<file path="src/sv/mrsag_pkg.sv">
package mrsag_pkg;

   // field widths at the ports
   localparam int FIELD_ADDR_BITS = 48;
   localparam int COMMAND_BITS = 2;
   localparam int KIND_BITS = 3;
   localparam int STATUS_BITS = 2;
   localparam int ALIGN_BITS = 17;
   localparam int MASK_BITS = 3;

   // configuration port
   localparam int CSR_INDEX_BITS = 3;
   localparam int CSR_DATA_BITS = 17;

   // internal address width default and serial digit size
   localparam int ADDR_BITS_DEFAULT = 48;
   localparam int DIGIT_BITS = 4;
   localparam int MIN_DIGITS = 5;

   // commands
   typedef enum logic [COMMAND_BITS-1:0] {
      CMD_OFFER   = 2'd0,
      CMD_NEXT    = 2'd1,
      CMD_RESTART = 2'd2,
      CMD_PRESENT = 2'd3
   } cmd_type;

   // response status codes
   typedef enum logic [STATUS_BITS-1:0] {
      ST_VALID = 2'd0,
      ST_NEED  = 2'd1,
      ST_DONE  = 2'd2
   } status_type;

   // register indexes
   typedef enum logic [CSR_INDEX_BITS-1:0] {
      CSR_KIND_MASK    = 3'd0,
      CSR_NEED_READ    = 3'd1,
      CSR_NEED_WRITE   = 3'd2,
      CSR_NEED_EXECUTE = 3'd3,
      CSR_STEP_ALIGN   = 3'd4,
      CSR_ACCESS_SIZE  = 3'd5
   } csr_index_type;

   // region kinds
   localparam logic [KIND_BITS-1:0] KIND_STACK = 3'd1;
   localparam logic [KIND_BITS-1:0] KIND_HEAP  = 3'd2;
   localparam logic [KIND_BITS-1:0] KIND_IMAGE = 3'd3;
   localparam logic [KIND_BITS-1:0] KIND_VVAR  = 3'd4;

   // control to a serial unit
   typedef struct packed {
      logic clear;
      logic step;
   } step_ctrl_type;

   // running carries of the serial add and compare pass
   typedef struct packed {
      logic sum_carry;
      logic size_carry;
      logic end_borrow;
   } add_flags_type;

endpackage

</file>
<file path="src/sv/mrsag_mod_unit.sv">
module mrsag_mod_unit (
   input  logic                                clock,
   input  mrsag_pkg::step_ctrl_type            ctrl,
   input  logic [mrsag_pkg::DIGIT_BITS-1:0]    digit,
   input  logic [mrsag_pkg::ALIGN_BITS-1:0]    divisor,
   output logic [mrsag_pkg::ALIGN_BITS-1:0]    remainder
);
   import mrsag_pkg::*;

   logic [ALIGN_BITS-1:0] rem_ff;
   logic [ALIGN_BITS-1:0] rem_in;

   // one digit of the dividend per cycle while step is set, msb first, restoring steps
   always_comb begin
      logic [ALIGN_BITS:0] r;
      r = {1'b0, rem_ff};
      for (int i = 0; i < DIGIT_BITS; i++) begin
         r = {r[ALIGN_BITS-1:0], digit[DIGIT_BITS-1-i]};
         if (r >= {1'b0, divisor}) begin
            r = r - {1'b0, divisor};
         end
      end
      if (ctrl.clear) begin
         rem_in = '0;
      end else if (ctrl.step) begin
         rem_in = r[ALIGN_BITS-1:0];
      end else begin
         rem_in = rem_ff;
      end
   end

   always_ff @(posedge clock) begin
      rem_ff <= rem_in;
   end

   assign remainder = rem_ff;

endmodule

</file>
<file path="src/sv/mrsag_add_unit.sv">
module mrsag_add_unit (
   input  logic                                clock,
   input  mrsag_pkg::step_ctrl_type            ctrl,
   input  logic [mrsag_pkg::DIGIT_BITS-1:0]    base_digit,
   input  logic [mrsag_pkg::DIGIT_BITS-1:0]    add_digit,
   input  logic [mrsag_pkg::DIGIT_BITS-1:0]    size_digit,
   input  logic [mrsag_pkg::DIGIT_BITS-1:0]    end_digit,
   output logic [mrsag_pkg::DIGIT_BITS-1:0]    sum_digit,
   output mrsag_pkg::add_flags_type            flags
);
   import mrsag_pkg::*;

   localparam int DW = DIGIT_BITS + 1;

   add_flags_type flags_ff;
   add_flags_type flags_in;
   logic [DW-1:0] s;
   logic [DW-1:0] t;
   logic [DW-1:0] e;

   // sum = base + add, then sum + size, then end - (sum + size), lsb digit first
   always_comb begin
      s = DW'(base_digit) + DW'(add_digit) + DW'(flags_ff.sum_carry);
      t = DW'(s[DIGIT_BITS-1:0]) + DW'(size_digit) + DW'(flags_ff.size_carry);
      e = DW'(end_digit) - DW'(t[DIGIT_BITS-1:0]) - DW'(flags_ff.end_borrow);
      if (ctrl.clear) begin
         flags_in = '0;
      end else if (ctrl.step) begin
         flags_in.sum_carry  = s[DIGIT_BITS];
         flags_in.size_carry = t[DIGIT_BITS];
         flags_in.end_borrow = e[DIGIT_BITS];
      end else begin
         flags_in = flags_ff;
      end
   end

   always_ff @(posedge clock) begin
      flags_ff <= flags_in;
   end

   assign sum_digit = s[DIGIT_BITS-1:0];
   assign flags = flags_ff;

endmodule

</file>
<file path="src/sv/memory_region_scan_address_generator_unit.sv">
// offer of a kept region: from accept to result word, MODULO, ALIGN, SWEEP, FINISH
//   and RESP, where N = max(ceil(ADDR_BITS/4), 5) digits go through MODULO for the
//   serial start modulo alignment, through SWEEP for the serial add and end compare
// next-address request with a region held: SWEEP, FINISH, RESP; other words: RESP
// one word in flight; the next is taken the cycle after the result is registered
// synchronous reset: control registers to defaults, no region held, scan not finished
module memory_region_scan_address_generator_unit #(
   parameter int ADDR_BITS = mrsag_pkg::ADDR_BITS_DEFAULT
) (
   input  logic                                     clock,
   input  logic                                     reset,
   // request channel
   input  logic                                     req_valid,
   output logic                                     req_stall,
   input  logic [mrsag_pkg::COMMAND_BITS-1:0]       req_command,
   input  logic [mrsag_pkg::FIELD_ADDR_BITS-1:0]    req_region_start,
   input  logic [mrsag_pkg::FIELD_ADDR_BITS-1:0]    req_region_end,
   input  logic [mrsag_pkg::KIND_BITS-1:0]          req_region_kind,
   input  logic                                     req_region_readable,
   input  logic                                     req_region_writable,
   input  logic                                     req_region_executable,
   input  logic                                     req_no_more_regions,
   // response channel
   output logic                                     rsp_valid,
   input  logic                                     rsp_stall,
   output logic [mrsag_pkg::FIELD_ADDR_BITS-1:0]    rsp_address,
   output logic [mrsag_pkg::STATUS_BITS-1:0]        rsp_status,
   // register write channel
   input  logic                                     csr_valid,
   output logic                                     csr_ready,
   input  logic [mrsag_pkg::CSR_INDEX_BITS-1:0]     csr_index,
   input  logic [mrsag_pkg::CSR_DATA_BITS-1:0]      csr_wdata
);
   import mrsag_pkg::*;

   localparam int NDIG_RAW = (ADDR_BITS + DIGIT_BITS - 1) / DIGIT_BITS;
   localparam int NDIG = (NDIG_RAW > MIN_DIGITS) ? NDIG_RAW : MIN_DIGITS;
   localparam int PW = NDIG * DIGIT_BITS;
   localparam int CNT_BITS = $clog2(NDIG);
   localparam logic [PW-1:0] LOW_MASK = PW'({ADDR_BITS{1'b1}});
   localparam logic [PW-1:0] HIGH_MASK = ~LOW_MASK;

   typedef enum logic [5:0] {
      S_IDLE   = 6'b000001,
      S_MODULO = 6'b000010,
      S_ALIGN  = 6'b000100,
      S_SWEEP  = 6'b001000,
      S_FINISH = 6'b010000,
      S_RESP   = 6'b100000
   } state_type;

   state_type state_ff, state_in;
   logic [CNT_BITS-1:0] cnt_ff, cnt_in;

   // configuration registers
   logic [MASK_BITS-1:0]  kind_mask_ff, kind_mask_in;
   logic                  need_read_ff, need_read_in;
   logic                  need_write_ff, need_write_in;
   logic                  need_exec_ff, need_exec_in;
   logic [ALIGN_BITS-1:0] step_align_ff, step_align_in;
   logic [ALIGN_BITS-1:0] access_size_ff, access_size_in;

   // scan state
   logic                 finished_ff, finished_in;
   logic                 holding_ff, holding_in;
   logic [ADDR_BITS-1:0] cur_addr_ff, cur_addr_in;
   logic [ADDR_BITS-1:0] cur_end_ff, cur_end_in;
   logic [ADDR_BITS-1:0] req_end_ff, req_end_in;
   logic                 is_offer_ff, is_offer_in;

   // digit shift registers
   logic [PW-1:0] base_sr_ff, base_sr_in;
   logic [PW-1:0] badd_sr_ff, badd_sr_in;
   logic [PW-1:0] size_sr_ff, size_sr_in;
   logic [PW-1:0] end_sr_ff, end_sr_in;

   // pending result and output register
   logic [FIELD_ADDR_BITS-1:0] res_addr_ff, res_addr_in;
   status_type                 res_status_ff, res_status_in;
   logic                       rsp_valid_ff, rsp_valid_in;
   logic [FIELD_ADDR_BITS-1:0] rsp_address_ff, rsp_address_in;
   status_type                 rsp_status_ff, rsp_status_in;

   step_ctrl_type         mod_ctrl;
   step_ctrl_type         add_ctrl;
   logic [ALIGN_BITS-1:0] align_eff;
   logic [ALIGN_BITS-1:0] remainder;
   logic [ALIGN_BITS-1:0] offset;
   logic [DIGIT_BITS-1:0] sum_digit;
   add_flags_type         add_flags;
   logic                  keep;
   logic                  cnt_last;
   logic                  out_free;

   // start modulo alignment, msb digit first
   mrsag_mod_unit u_mod (
      .clock     (clock),
      .ctrl      (mod_ctrl),
      .digit     (base_sr_ff[PW-1 -: DIGIT_BITS]),
      .divisor   (align_eff),
      .remainder (remainder)
   );

   // address step plus end check, lsb digit first
   mrsag_add_unit u_add (
      .clock      (clock),
      .ctrl       (add_ctrl),
      .base_digit (base_sr_ff[DIGIT_BITS-1:0]),
      .add_digit  (badd_sr_ff[DIGIT_BITS-1:0]),
      .size_digit (size_sr_ff[DIGIT_BITS-1:0]),
      .end_digit  (end_sr_ff[DIGIT_BITS-1:0]),
      .sum_digit  (sum_digit),
      .flags      (add_flags)
   );

   // zero alignment acts as one
   assign align_eff = (step_align_ff == '0) ? ALIGN_BITS'(1) : step_align_ff;
   assign offset = (remainder == '0) ? '0 : align_eff - remainder;
   assign cnt_last = (cnt_ff == CNT_BITS'(NDIG - 1));
   assign out_free = !rsp_valid_ff || !rsp_stall;

   // region filter: by kind mask, else by permissions
   always_comb begin
      logic by_kind;
      logic by_perm;
      by_kind = (kind_mask_ff[0] && req_region_kind == KIND_STACK) ||
                (kind_mask_ff[1] && req_region_kind == KIND_HEAP) ||
                (kind_mask_ff[2] && req_region_kind == KIND_IMAGE && req_region_executable);
      by_perm = (kind_mask_ff == '0) &&
                !(need_read_ff && (!req_region_readable || req_region_kind == KIND_VVAR)) &&
                !(need_write_ff && !req_region_writable) &&
                !(need_exec_ff && !req_region_executable);
      keep = by_kind || by_perm;
   end

   // register writes
   always_comb begin
      kind_mask_in   = kind_mask_ff;
      need_read_in   = need_read_ff;
      need_write_in  = need_write_ff;
      need_exec_in   = need_exec_ff;
      step_align_in  = step_align_ff;
      access_size_in = access_size_ff;
      if (csr_valid) begin
         unique case (csr_index)
            CSR_KIND_MASK:    kind_mask_in = csr_wdata[MASK_BITS-1:0];
            CSR_NEED_READ:    need_read_in = csr_wdata[0];
            CSR_NEED_WRITE:   need_write_in = csr_wdata[0];
            CSR_NEED_EXECUTE: need_exec_in = csr_wdata[0];
            CSR_STEP_ALIGN:   step_align_in = csr_wdata[ALIGN_BITS-1:0];
            CSR_ACCESS_SIZE:  access_size_in = csr_wdata[ALIGN_BITS-1:0];
            default: ;
         endcase
      end
   end

   // sequencer
   always_comb begin
      state_in       = state_ff;
      cnt_in         = cnt_ff;
      finished_in    = finished_ff;
      holding_in     = holding_ff;
      cur_addr_in    = cur_addr_ff;
      cur_end_in     = cur_end_ff;
      req_end_in     = req_end_ff;
      is_offer_in    = is_offer_ff;
      base_sr_in     = base_sr_ff;
      badd_sr_in     = badd_sr_ff;
      size_sr_in     = size_sr_ff;
      end_sr_in      = end_sr_ff;
      res_addr_in    = res_addr_ff;
      res_status_in  = res_status_ff;
      rsp_valid_in   = rsp_valid_ff;
      rsp_address_in = rsp_address_ff;
      rsp_status_in  = rsp_status_ff;
      mod_ctrl       = '0;
      add_ctrl       = '0;

      if (rsp_valid_ff && !rsp_stall) begin
         rsp_valid_in = 1'b0;
      end

      unique case (state_ff)
         S_IDLE: begin
            if (req_valid) begin
               res_addr_in = '0;
               state_in    = S_RESP;
               cnt_in      = '0;
               unique case (cmd_type'(req_command))
                  CMD_RESTART: begin
                     finished_in   = 1'b0;
                     holding_in    = 1'b0;
                     res_status_in = ST_NEED;
                  end
                  CMD_PRESENT: begin
                     if (finished_ff) begin
                        res_status_in = ST_DONE;
                     end else if (holding_ff) begin
                        res_addr_in   = FIELD_ADDR_BITS'(cur_addr_ff);
                        res_status_in = ST_VALID;
                     end else begin
                        res_status_in = ST_NEED;
                     end
                  end
                  CMD_NEXT: begin
                     if (finished_ff) begin
                        res_status_in = ST_DONE;
                     end else if (!holding_ff) begin
                        res_status_in = ST_NEED;
                     end else begin
                        base_sr_in     = PW'(cur_addr_ff);
                        badd_sr_in     = PW'(align_eff);
                        size_sr_in     = PW'(access_size_ff);
                        end_sr_in      = PW'(cur_end_ff);
                        is_offer_in    = 1'b0;
                        add_ctrl.clear = 1'b1;
                        state_in       = S_SWEEP;
                     end
                  end
                  CMD_OFFER: begin
                     if (finished_ff) begin
                        res_status_in = ST_DONE;
                     end else begin
                        holding_in = 1'b0;
                        if (req_no_more_regions) begin
                           finished_in   = 1'b1;
                           res_status_in = ST_DONE;
                        end else if (!keep) begin
                           res_status_in = ST_NEED;
                        end else begin
                           base_sr_in     = PW'(ADDR_BITS'(req_region_start));
                           size_sr_in     = PW'(access_size_ff);
                           end_sr_in      = PW'(ADDR_BITS'(req_region_end));
                           req_end_in     = ADDR_BITS'(req_region_end);
                           is_offer_in    = 1'b1;
                           mod_ctrl.clear = 1'b1;
                           state_in       = S_MODULO;
                        end
                     end
                  end
                  default: ;
               endcase
            end
         end
         S_MODULO: begin
            // rotate left so the start is back in place after the last digit
            mod_ctrl.step = 1'b1;
            base_sr_in    = {base_sr_ff[PW-DIGIT_BITS-1:0], base_sr_ff[PW-1 -: DIGIT_BITS]};
            cnt_in        = cnt_ff + 1'b1;
            if (cnt_last) begin
               cnt_in   = '0;
               state_in = S_ALIGN;
            end
         end
         S_ALIGN: begin
            badd_sr_in     = PW'(offset);
            add_ctrl.clear = 1'b1;
            state_in       = S_SWEEP;
         end
         S_SWEEP: begin
            // sum digits fill the base register from the top
            add_ctrl.step = 1'b1;
            base_sr_in    = {sum_digit, base_sr_ff[PW-1:DIGIT_BITS]};
            badd_sr_in    = {{DIGIT_BITS{1'b0}}, badd_sr_ff[PW-1:DIGIT_BITS]};
            size_sr_in    = {{DIGIT_BITS{1'b0}}, size_sr_ff[PW-1:DIGIT_BITS]};
            end_sr_in     = {{DIGIT_BITS{1'b0}}, end_sr_ff[PW-1:DIGIT_BITS]};
            cnt_in        = cnt_ff + 1'b1;
            if (cnt_last) begin
               cnt_in   = '0;
               state_in = S_FINISH;
            end
         end
         S_FINISH: begin
            // wrap past the address space, or access runs past the region end
            if (add_flags.sum_carry || (|(base_sr_ff & HIGH_MASK)) ||
                add_flags.size_carry || add_flags.end_borrow) begin
               holding_in    = 1'b0;
               res_addr_in   = '0;
               res_status_in = ST_NEED;
            end else begin
               holding_in    = 1'b1;
               cur_addr_in   = base_sr_ff[ADDR_BITS-1:0];
               if (is_offer_ff) begin
                  cur_end_in = req_end_ff;
               end
               res_addr_in   = FIELD_ADDR_BITS'(base_sr_ff[ADDR_BITS-1:0]);
               res_status_in = ST_VALID;
            end
            state_in = S_RESP;
         end
         S_RESP: begin
            if (out_free) begin
               rsp_valid_in   = 1'b1;
               rsp_address_in = res_addr_ff;
               rsp_status_in  = res_status_ff;
               state_in       = S_IDLE;
            end
         end
         default: state_in = S_IDLE;
      endcase
   end

   // control registers
   always_ff @(posedge clock) begin
      if (reset) begin
         state_ff       <= S_IDLE;
         cnt_ff         <= '0;
         kind_mask_ff   <= '0;
         need_read_ff   <= 1'b0;
         need_write_ff  <= 1'b0;
         need_exec_ff   <= 1'b0;
         step_align_ff  <= ALIGN_BITS'(1);
         access_size_ff <= ALIGN_BITS'(1);
         finished_ff    <= 1'b0;
         holding_ff     <= 1'b0;
         rsp_valid_ff   <= 1'b0;
      end else begin
         state_ff       <= state_in;
         cnt_ff         <= cnt_in;
         kind_mask_ff   <= kind_mask_in;
         need_read_ff   <= need_read_in;
         need_write_ff  <= need_write_in;
         need_exec_ff   <= need_exec_in;
         step_align_ff  <= step_align_in;
         access_size_ff <= access_size_in;
         finished_ff    <= finished_in;
         holding_ff     <= holding_in;
         rsp_valid_ff   <= rsp_valid_in;
      end
   end

   // payload registers
   always_ff @(posedge clock) begin
      cur_addr_ff    <= cur_addr_in;
      cur_end_ff     <= cur_end_in;
      req_end_ff     <= req_end_in;
      is_offer_ff    <= is_offer_in;
      base_sr_ff     <= base_sr_in;
      badd_sr_ff     <= badd_sr_in;
      size_sr_ff     <= size_sr_in;
      end_sr_ff      <= end_sr_in;
      res_addr_ff    <= res_addr_in;
      res_status_ff  <= res_status_in;
      rsp_address_ff <= rsp_address_in;
      rsp_status_ff  <= rsp_status_in;
   end

   assign req_stall   = (state_ff != S_IDLE);
   assign csr_ready   = 1'b1;
   assign rsp_valid   = rsp_valid_ff;
   assign rsp_address = rsp_address_ff;
   assign rsp_status  = rsp_status_ff;

endmodule

</file>
<file path="config.mk">
export PLATFORM = sky130hd
export DESIGN_NAME = memory_region_scan_address_generator_unit
export DESIGN_NICKNAME = d
export VERILOG_FILES = /design/src/sv/mrsag_pkg.sv /design/src/sv/mrsag_mod_unit.sv /design/src/sv/mrsag_add_unit.sv /design/src/sv/memory_region_scan_address_generator_unit.sv
export SDC_FILE = /design/constraint.sdc
export NUM_CORES = 1
export LEC_CHECK = 0
export BUFFER_PORTS_ARGS = -buffer_cell sky130_fd_sc_hd__buf_2
export CORE_MARGIN = 3
export CORE_UTILIZATION = 65
export CTS_CLUSTER_SIZE = 20
export DETAILED_ROUTE_END_ITERATION = 12
export PLACE_DENSITY = 0.9
export SLEW_MARGIN = 10
export SYNTH_ARGS = -nofsm -noshare
export SYNTH_HDL_FRONTEND = slang
export SYNTH_SLANG_ARGS = --single-unit
</file>
<file path="constraint.sdc">
create_clock -name clock -period 33.4 [get_ports clock]
set_input_delay 1.67 -clock clock [delete_from_list [all_inputs] [get_ports clock]]
set_output_delay 1.67 -clock clock [all_outputs]
set_load 0.02 [all_outputs]
</file>
==> flow_summary.json, run 1 <==
{
  "status": "complete, no violations",
  "dp_slack_ns": 21.06,
  "endpoint": "u_mod.remainder[15]",
  "grt_max_degree": 98,
  "cts_hold_buf": 0,
  "synth.area.top_cells": "edfxtp_1 50%, dfxtp_1 6.5%, nand2_1 6.1%",
  "cts-root-buf": "clkbuf_16",
  "slew_violations": 0,
  "start_util_pct": 66.6,
  "synth_top_area_cell": "edfxtp_1",
  "grt_usage_pct": 31.7,
  "cts_sinks": 448,
  "post-route-drc-count": 0,
  "cts_resized": 0,
  "syn_avg_cell_area_um2": 10.9,
  "path_clk_slew_ns": 0.07,
  "r2r_slack_ns": 20.58,
  "dp_hpwl_um": 39500,
  "dieHeight_um": 192,
  "r2r_cells": 46,
  "rsz0062_at_grt": "false",
  "drive_gt1_share_pct": 13.4,
  "insertion_delay_ns": 0.56,
  "max_slew_margin_pct": 15.3,
  "timing.rr.end": "u_mod.remainder[15]",
  "dpl.cell_count": 2608,
  "crit_top_cell": "a21oi_1",
  "hold_viol": 0,
  "multi_input_area_um2": 9030,
  "register_area_um2": 12700,
  "num-fill-cells": 2130,
  "synth_top_cell_area_share_pct": 49.9,
  "async_reset_ff_share_pct": 0,
  "numCtsBuffers": 43,
  "startpoint_type": "flip-flop",
  "first_iter_violations": 2265,
  "reg2reg_from": "step_align_ff[1]",
  "path_class": "flip-flop to flip-flop",
  "route.vias.total": 17600,
  "fin_worst_skew_ns": 0.0177,
  "fin_nets": 2440,
  "avgViaCountPerCell": 6.56,
  "drv_cap": 0,
  "post_cts_buffers": 0,
  "endpoint_kind": "flip-flop",
  "critPathLaunch": "step_align_ff[1]",
  "rows": 67,
  "syn_inst": 2077,
  "syn2layout_area_growth_pct": 11.1,
  "syn_nets": 2312,
  "core-area_um2": 33900,
  "antenna_found_initial": 2,
  "synthFlopType": "edfxtp_1",
  "required_ns": 33.84,
  "die_x_um": 192,
  "crit_slowest_cell": "a31oi_1",
  "worst_slew_pin_slew_ns": 1.27,
  "die_area_um2": 37000,
  "grt_pass1_wl_um": 92600,
  "setup_ws_ns": 20.58,
  "cp.arrival_ns": 13.25,
  "boundaryPins": 183,
  "setup_viol": 0,
  "max_stage_delay_ns": 0.74,
  "place_congestion": 1.02,
  "crit_fanout": 29,
  "cts_max_level": 2,
  "drt-total-wl_um": 59300,
  "ys_seq_area_share_pct": 56.4,
  "fin_setup_tns_ns": 0,
  "cts_tree": "yes",
  "overflow": 0,
  "cts_max_path_buffers": 3,
  "post-route-period-util_pct": 38.4,
  "drt.antenna.violating_nets": 0,
  "fin_crit_ns": 12.82,
  "ys_types": 77,
  "hold_class": "flip-flop to flip-flop",
  "syn_area_um2": 22600,
  "fmaxAchievable_mhz": 78.0,
  "grt_pass1_vias": 17100,
  "drt_pre_antenna_iters": 5,
  "synth_seq_cells": 448,
  "synth-warning-count": 0,
  "final_cells": 2690,
  "synth_edf_count": 375,
  "portBuffers": 181,
  "wl_per_cell_um": 22.1
}
## final cells by class
| class | count | share of cell area, % |
|---|---|---|
| inverter | 101 | 1.51 |
| clock inverter | 27 | 0.719 |
| tap | 448 | 2.24 |
| clock buffer | 52 | 4.55 |
| timing repair buffer | 198 | 4.12 |
| sequential | 448 | 50.8 |
| antenna | 3 | 0.0300 |
| multi-input combinational | 1413 | 36.1 |
## worst max-delay path, delay by kind of cell (launching register included)
family | cells | cell delay [ns]
and+or+nand+nor | 11 | 2.95
DFF | 1 | 0.45
buffers and inverters | 3 | 0.40
AOI/OAI and AO/OA | 25 | 6.64
adders and majority gates | 5 | 1.65
muxes | 2 | 0.56
## kinds of logic after synthesis
family,share of synthesized area (%)
AO/OA/AOI/OAI,15.7
adder cells (fa/ha/maj),6.12
flip-flops,56.4
other,0.0166
multiplexers,1.97
XOR/XNOR,2.79
AND/OR/NAND/NOR,13.3
buffers and inverters,3.74
## layer usage
| layer | GRT usage (%) | up-vias | share of wire [%] |
|---|---|---|---|
| met3 | 4.16 | 166 | 9.9 |
| li1 | - | 7928 | - |
| met2 | 53.3 | 1171 | 48 |
| met4 | 9.64 | 0 | 3.2 |
| met5 | 0 | - | 0 |
| met1 | 43.5 | 8376 | 38 |
## cell usage after synthesis (all sizes together) (8+ instances only)
library cell and count:
ha 96, a22o 48, a31oi 52, o22ai 8, clkbuf 97, o31ai 10
nand2b 13, nand2 366, a21o 25, nand3b 11, inv 101, xor2 35
buf 18, xnor2 37, nor4 14, o221ai 14, a22oi 12, and2 15
o21ai 54, nor2b 16, nand3 27, mux2i 34, nand4 23, mux2 9
nor2 133, o21bai 9, a211oi 24, nor3 20, a21oi 166, edfxtp 375
a221o 49, fa 9, dfxtp 73
## state kept, by name (all words and copies together) (netlist names), 4 cells and up
register         flops
end_sr_ff           48
access_size_ff      17
cnt_ff               4
size_sr_ff          17
state_ff             6
cur_addr_ff         48
badd_sr_ff          17
base_sr_ff          48
res_addr_ff         48
u_mod.remainder     17
cur_end_ff          48
step_align_ff       17
req_end_ff          48
rsp_address         48
## metrics by stage
step / hold WS, ns / utilization [%] / area (um2)
after floorplan: 0.400 / - / 22600
after global placement: 0.401 / 70.1 / 23700
after detailed placement: 0.405 / 70.1 / 23700
after CTS: 0.415 / 74.0 / 25100
after global routing: 0.423 / 74.0 / 25100
final: 0.416 / 74.0 / 25100
## layout by cell type, fill, tap and decap left out, types with 6 or more instances in the layout
cell,Yosys,routed
a211oi_1,22,22
a21o_1,25,25
a21oi_1,164,163
a221o_1,49,49
a22o_1,48,48
a22oi_1,12,12
a31oi_1,52,52
and2_1,12,10
buf_2,6,181
buf_4,1,17
clkbuf_1,97,6
clkbuf_16,0,43
clkinv_1,0,10
clkinv_2,0,8
dfxtp_1,73,73
edfxtp_1,375,375
fa_1,9,9
ha_1,96,96
inv_1,100,100
mux2_2,8,8
mux2i_1,34,34
nand2_1,365,362
nand2b_1,13,13
nand3_1,27,27
nand3b_1,11,11
nand4_1,23,23
nor2_1,133,133
nor2b_1,16,16
nor3_1,19,19
nor4_1,14,13
o21a_1,6,6
o21ai_0,52,52
o21bai_1,9,9
o221ai_1,13,13
o22ai_1,8,8
o31ai_1,10,10
or3_1,6,6
xnor2_1,37,37
xor2_1,35,35
## worst min-delay path by stage
| stage | endpoint | start | cells after the start | slack [ns] |
|---|---|---|---|---|
| after floorplan | cur_end_ff[0] | req_end_ff[0] | 0 | 0.40 |
| after CTS | cur_end_ff[33] | req_end_ff[33] | 0 | 0.41 |
| after global placement | rsp_address[36] | res_addr_ff[36] | 0 | 0.40 |
| after global routing | cur_end_ff[11] | req_end_ff[11] | 0 | 0.42 |
| after detailed placement | cur_end_ff[33] | req_end_ff[33] | 0 | 0.40 |
| final | cur_end_ff[33] | req_end_ff[33] | 0 | 0.42 |
Power of run 1 is left out: the tool's default activity adds up to more than one toggle a clock period on the data nets, which glitch-free logic cannot reach.
==> inputs of run 2 (changes only) <==
CORE_UTILIZATION = 61   (was 65)
PLACE_DENSITY = 0.85   (was 0.9)
clock period = 11.8 ns   (was 33.4 ns; I/O delays follow)
==> run 2 against run 1 <==
Design area increased by 1.4%. Sequential share of layout area decreased by 0.71 points. Core utilization decreased by 3.4 points. Worst hold slack got worse by 0.21 ns. Flip-flop and latch count unchanged. Critical path type unchanged. Critical endpoint is now u_mod.remainder[1]. Clock-buffer cell count increased by 8.
==> flow_summary.json, run 2 (synthesis results as in run 1) <==
{
  "drt.antenna.violating_nets": 0,
  "layout_common_cells": "375 x edfxtp_1, 361 x nand2_1, 181 x buf_2",
  "boundaryPins": 183,
  "fin_crit_ns": 10.99,
  "numCtsBuffers": 45,
  "startpoint_type": "flip-flop",
  "critPathLaunch": "step_align_ff[2]",
  "crit_fanout": 15,
  "fmaxAchievable_mhz": 91.0,
  "drv_cap": 0,
  "grt_max_degree": 109,
  "cts_tree": "yes",
  "dieHeight_um": 198,
  "drive_gt1_share_pct": 14.3,
  "cts_max_level": 2,
  "grt_pass1_vias": 16700,
  "setup_viol": 0,
  "cts_max_path_buffers": 3,
  "syn2layout_area_growth_pct": 12.6,
  "final_common_cell": "edfxtp_1",
  "path_class": "flip-flop to flip-flop",
  "timing.rr.end": "u_mod.remainder[1]",
  "cts-root-buf": "clkbuf_16",
  "die_x_um": 198,
  "avgViaCountPerCell": 6.39,
  "worst_slew_pin_slew_ns": 1.13,
  "place_congestion": 0.943,
  "first_iter_violations": 1860,
  "dp_slack_ns": 0.610,
  "hp-start": "req_region_end[22]",
  "fin_worst_skew_ns": 0.0220,
  "setup_ws_ns": 0.809,
  "route.vias.total": 17400,
  "post-route-drc-count": 0,
  "r2r_cells": 49,
  "antenna_found_initial": 7,
  "status": "complete, no violations",
  "cp.arrival_ns": 11.46,
  "post-route-period-util_pct": 93.1,
  "start_util_pct": 62.7,
  "drt_pre_antenna_iters": 6,
  "path_clk_slew_ns": 0.06,
  "hold_path_end": "req_end_ff[22]",
  "final_cells": 2724,
  "hold_class": "input port to flip-flop",
  "core-area_um2": 36000,
  "rows": 69,
  "grt_pass1_wl_um": 92800,
  "min_path_cells": 1,
  "dp_hpwl_um": 40700,
  "overflow": 0,
  "dpl.cell_count": 2628,
  "fin_setup_tns_ns": 0,
  "die_area_um2": 39300,
  "required_ns": 12.27,
  "max_stage_delay_ns": 0.47,
  "fin_nets": 2456,
  "crit_slowest_cell": "fa_1",
  "insertion_delay_ns": 0.57,
  "cts_sinks": 448,
  "drt-total-wl_um": 60400,
  "reg2reg_from": "step_align_ff[2]",
  "wl_per_cell_um": 22.2,
  "max_slew_margin_pct": 24.6,
  "hold_viol": 0,
  "endpoint_kind": "flip-flop",
  "slew_violations": 0,
  "r2r_slack_ns": 0.81,
  "num-fill-cells": 2468,
  "portBuffers": 181,
  "grt_usage_pct": 30.2
}
## run 2: cell count changes in the layout (fill, tap and decap cells not counted), moves of 2 or more
cell / previous run / this run
clkinv_1: 10 / 6
diode_2: 3 / 6
clkbuf_16: 43 / 46
bufinv_16: 0 / 6
clkinv_4: 2 / 0
clkbuf_1: 6 / 10
clkinvlp_4: 4 / 1
buf_4: 17 / 29
## run 2: worst max-delay path by stage
| stage | endpoint | depth (start not counted) | slack, ns |
|---|---|---|---|
| finish | u_mod.remainder[1] | 49 | 0.81 |
| global route | u_mod.remainder[10] | 49 | -0.01 |
| CTS | u_mod.remainder[3] | 48 | 0.57 |
| detailed placement | u_mod.remainder[3] | 48 | 0.61 |
| global placement | u_mod.remainder[5] | 48 | 1.02 |
| floorplan | u_mod.remainder[15] | 52 | 1.34 |
## run 2: layout make-up
cell class | count | area [um2] | area share (%)
Timing Repair Buffer | 211 | 1140 | 4.50
Inverter | 101 | 379 | 1.49
Multi-Input combinational cell | 1414 | 9060 | 35.6
Clock buffer | 60 | 1240 | 4.89
Clock inverter | 23 | 279 | 1.10
Antenna cell | 6 | 15.0 | 0.0591
Sequential cell | 448 | 12700 | 50.1
Tap cell | 461 | 577 | 2.27
## run 2: what timing repair did
action                     in CTS  in global routing
setup endpoints to repair       0                 17
resized for setup               0                  4
hold buffers                    0                  0
buffers inserted                0                  6
## run 2: worst max-delay path: cells and delay by family (launching register included)
family          cells  cell delay [ns]
compound gates     25             5.19
fa+ha+maj           5             1.77
buf+inv             6             0.87
mux                 4             0.82
flops               1             0.35
simple gates        9             1.87
## run 2: layer usage
metal | wire length [um] | share of wire, % | track usage, %
met1 | 24600 | 41 | 42.8
met2 | 28200 | 47 | 47.8
met3 | 5420 | 9.0 | 4.70
met4 | 2130 | 3.5 | 11.1
met5 | 13 | 0.022 | 0
## run 2: through the flow
stage,util [%],area [um2],hold slack [ns]
after floorplan,-,22600,0.400
after global placement,66.1,23800,0.401
after detailed placement,66.1,23800,0.405
after CTS,70.4,25300,0.191
after global routing,70.6,25400,0.199
final,70.6,25400,0.210
Power of run 2 is left out for the same reason.
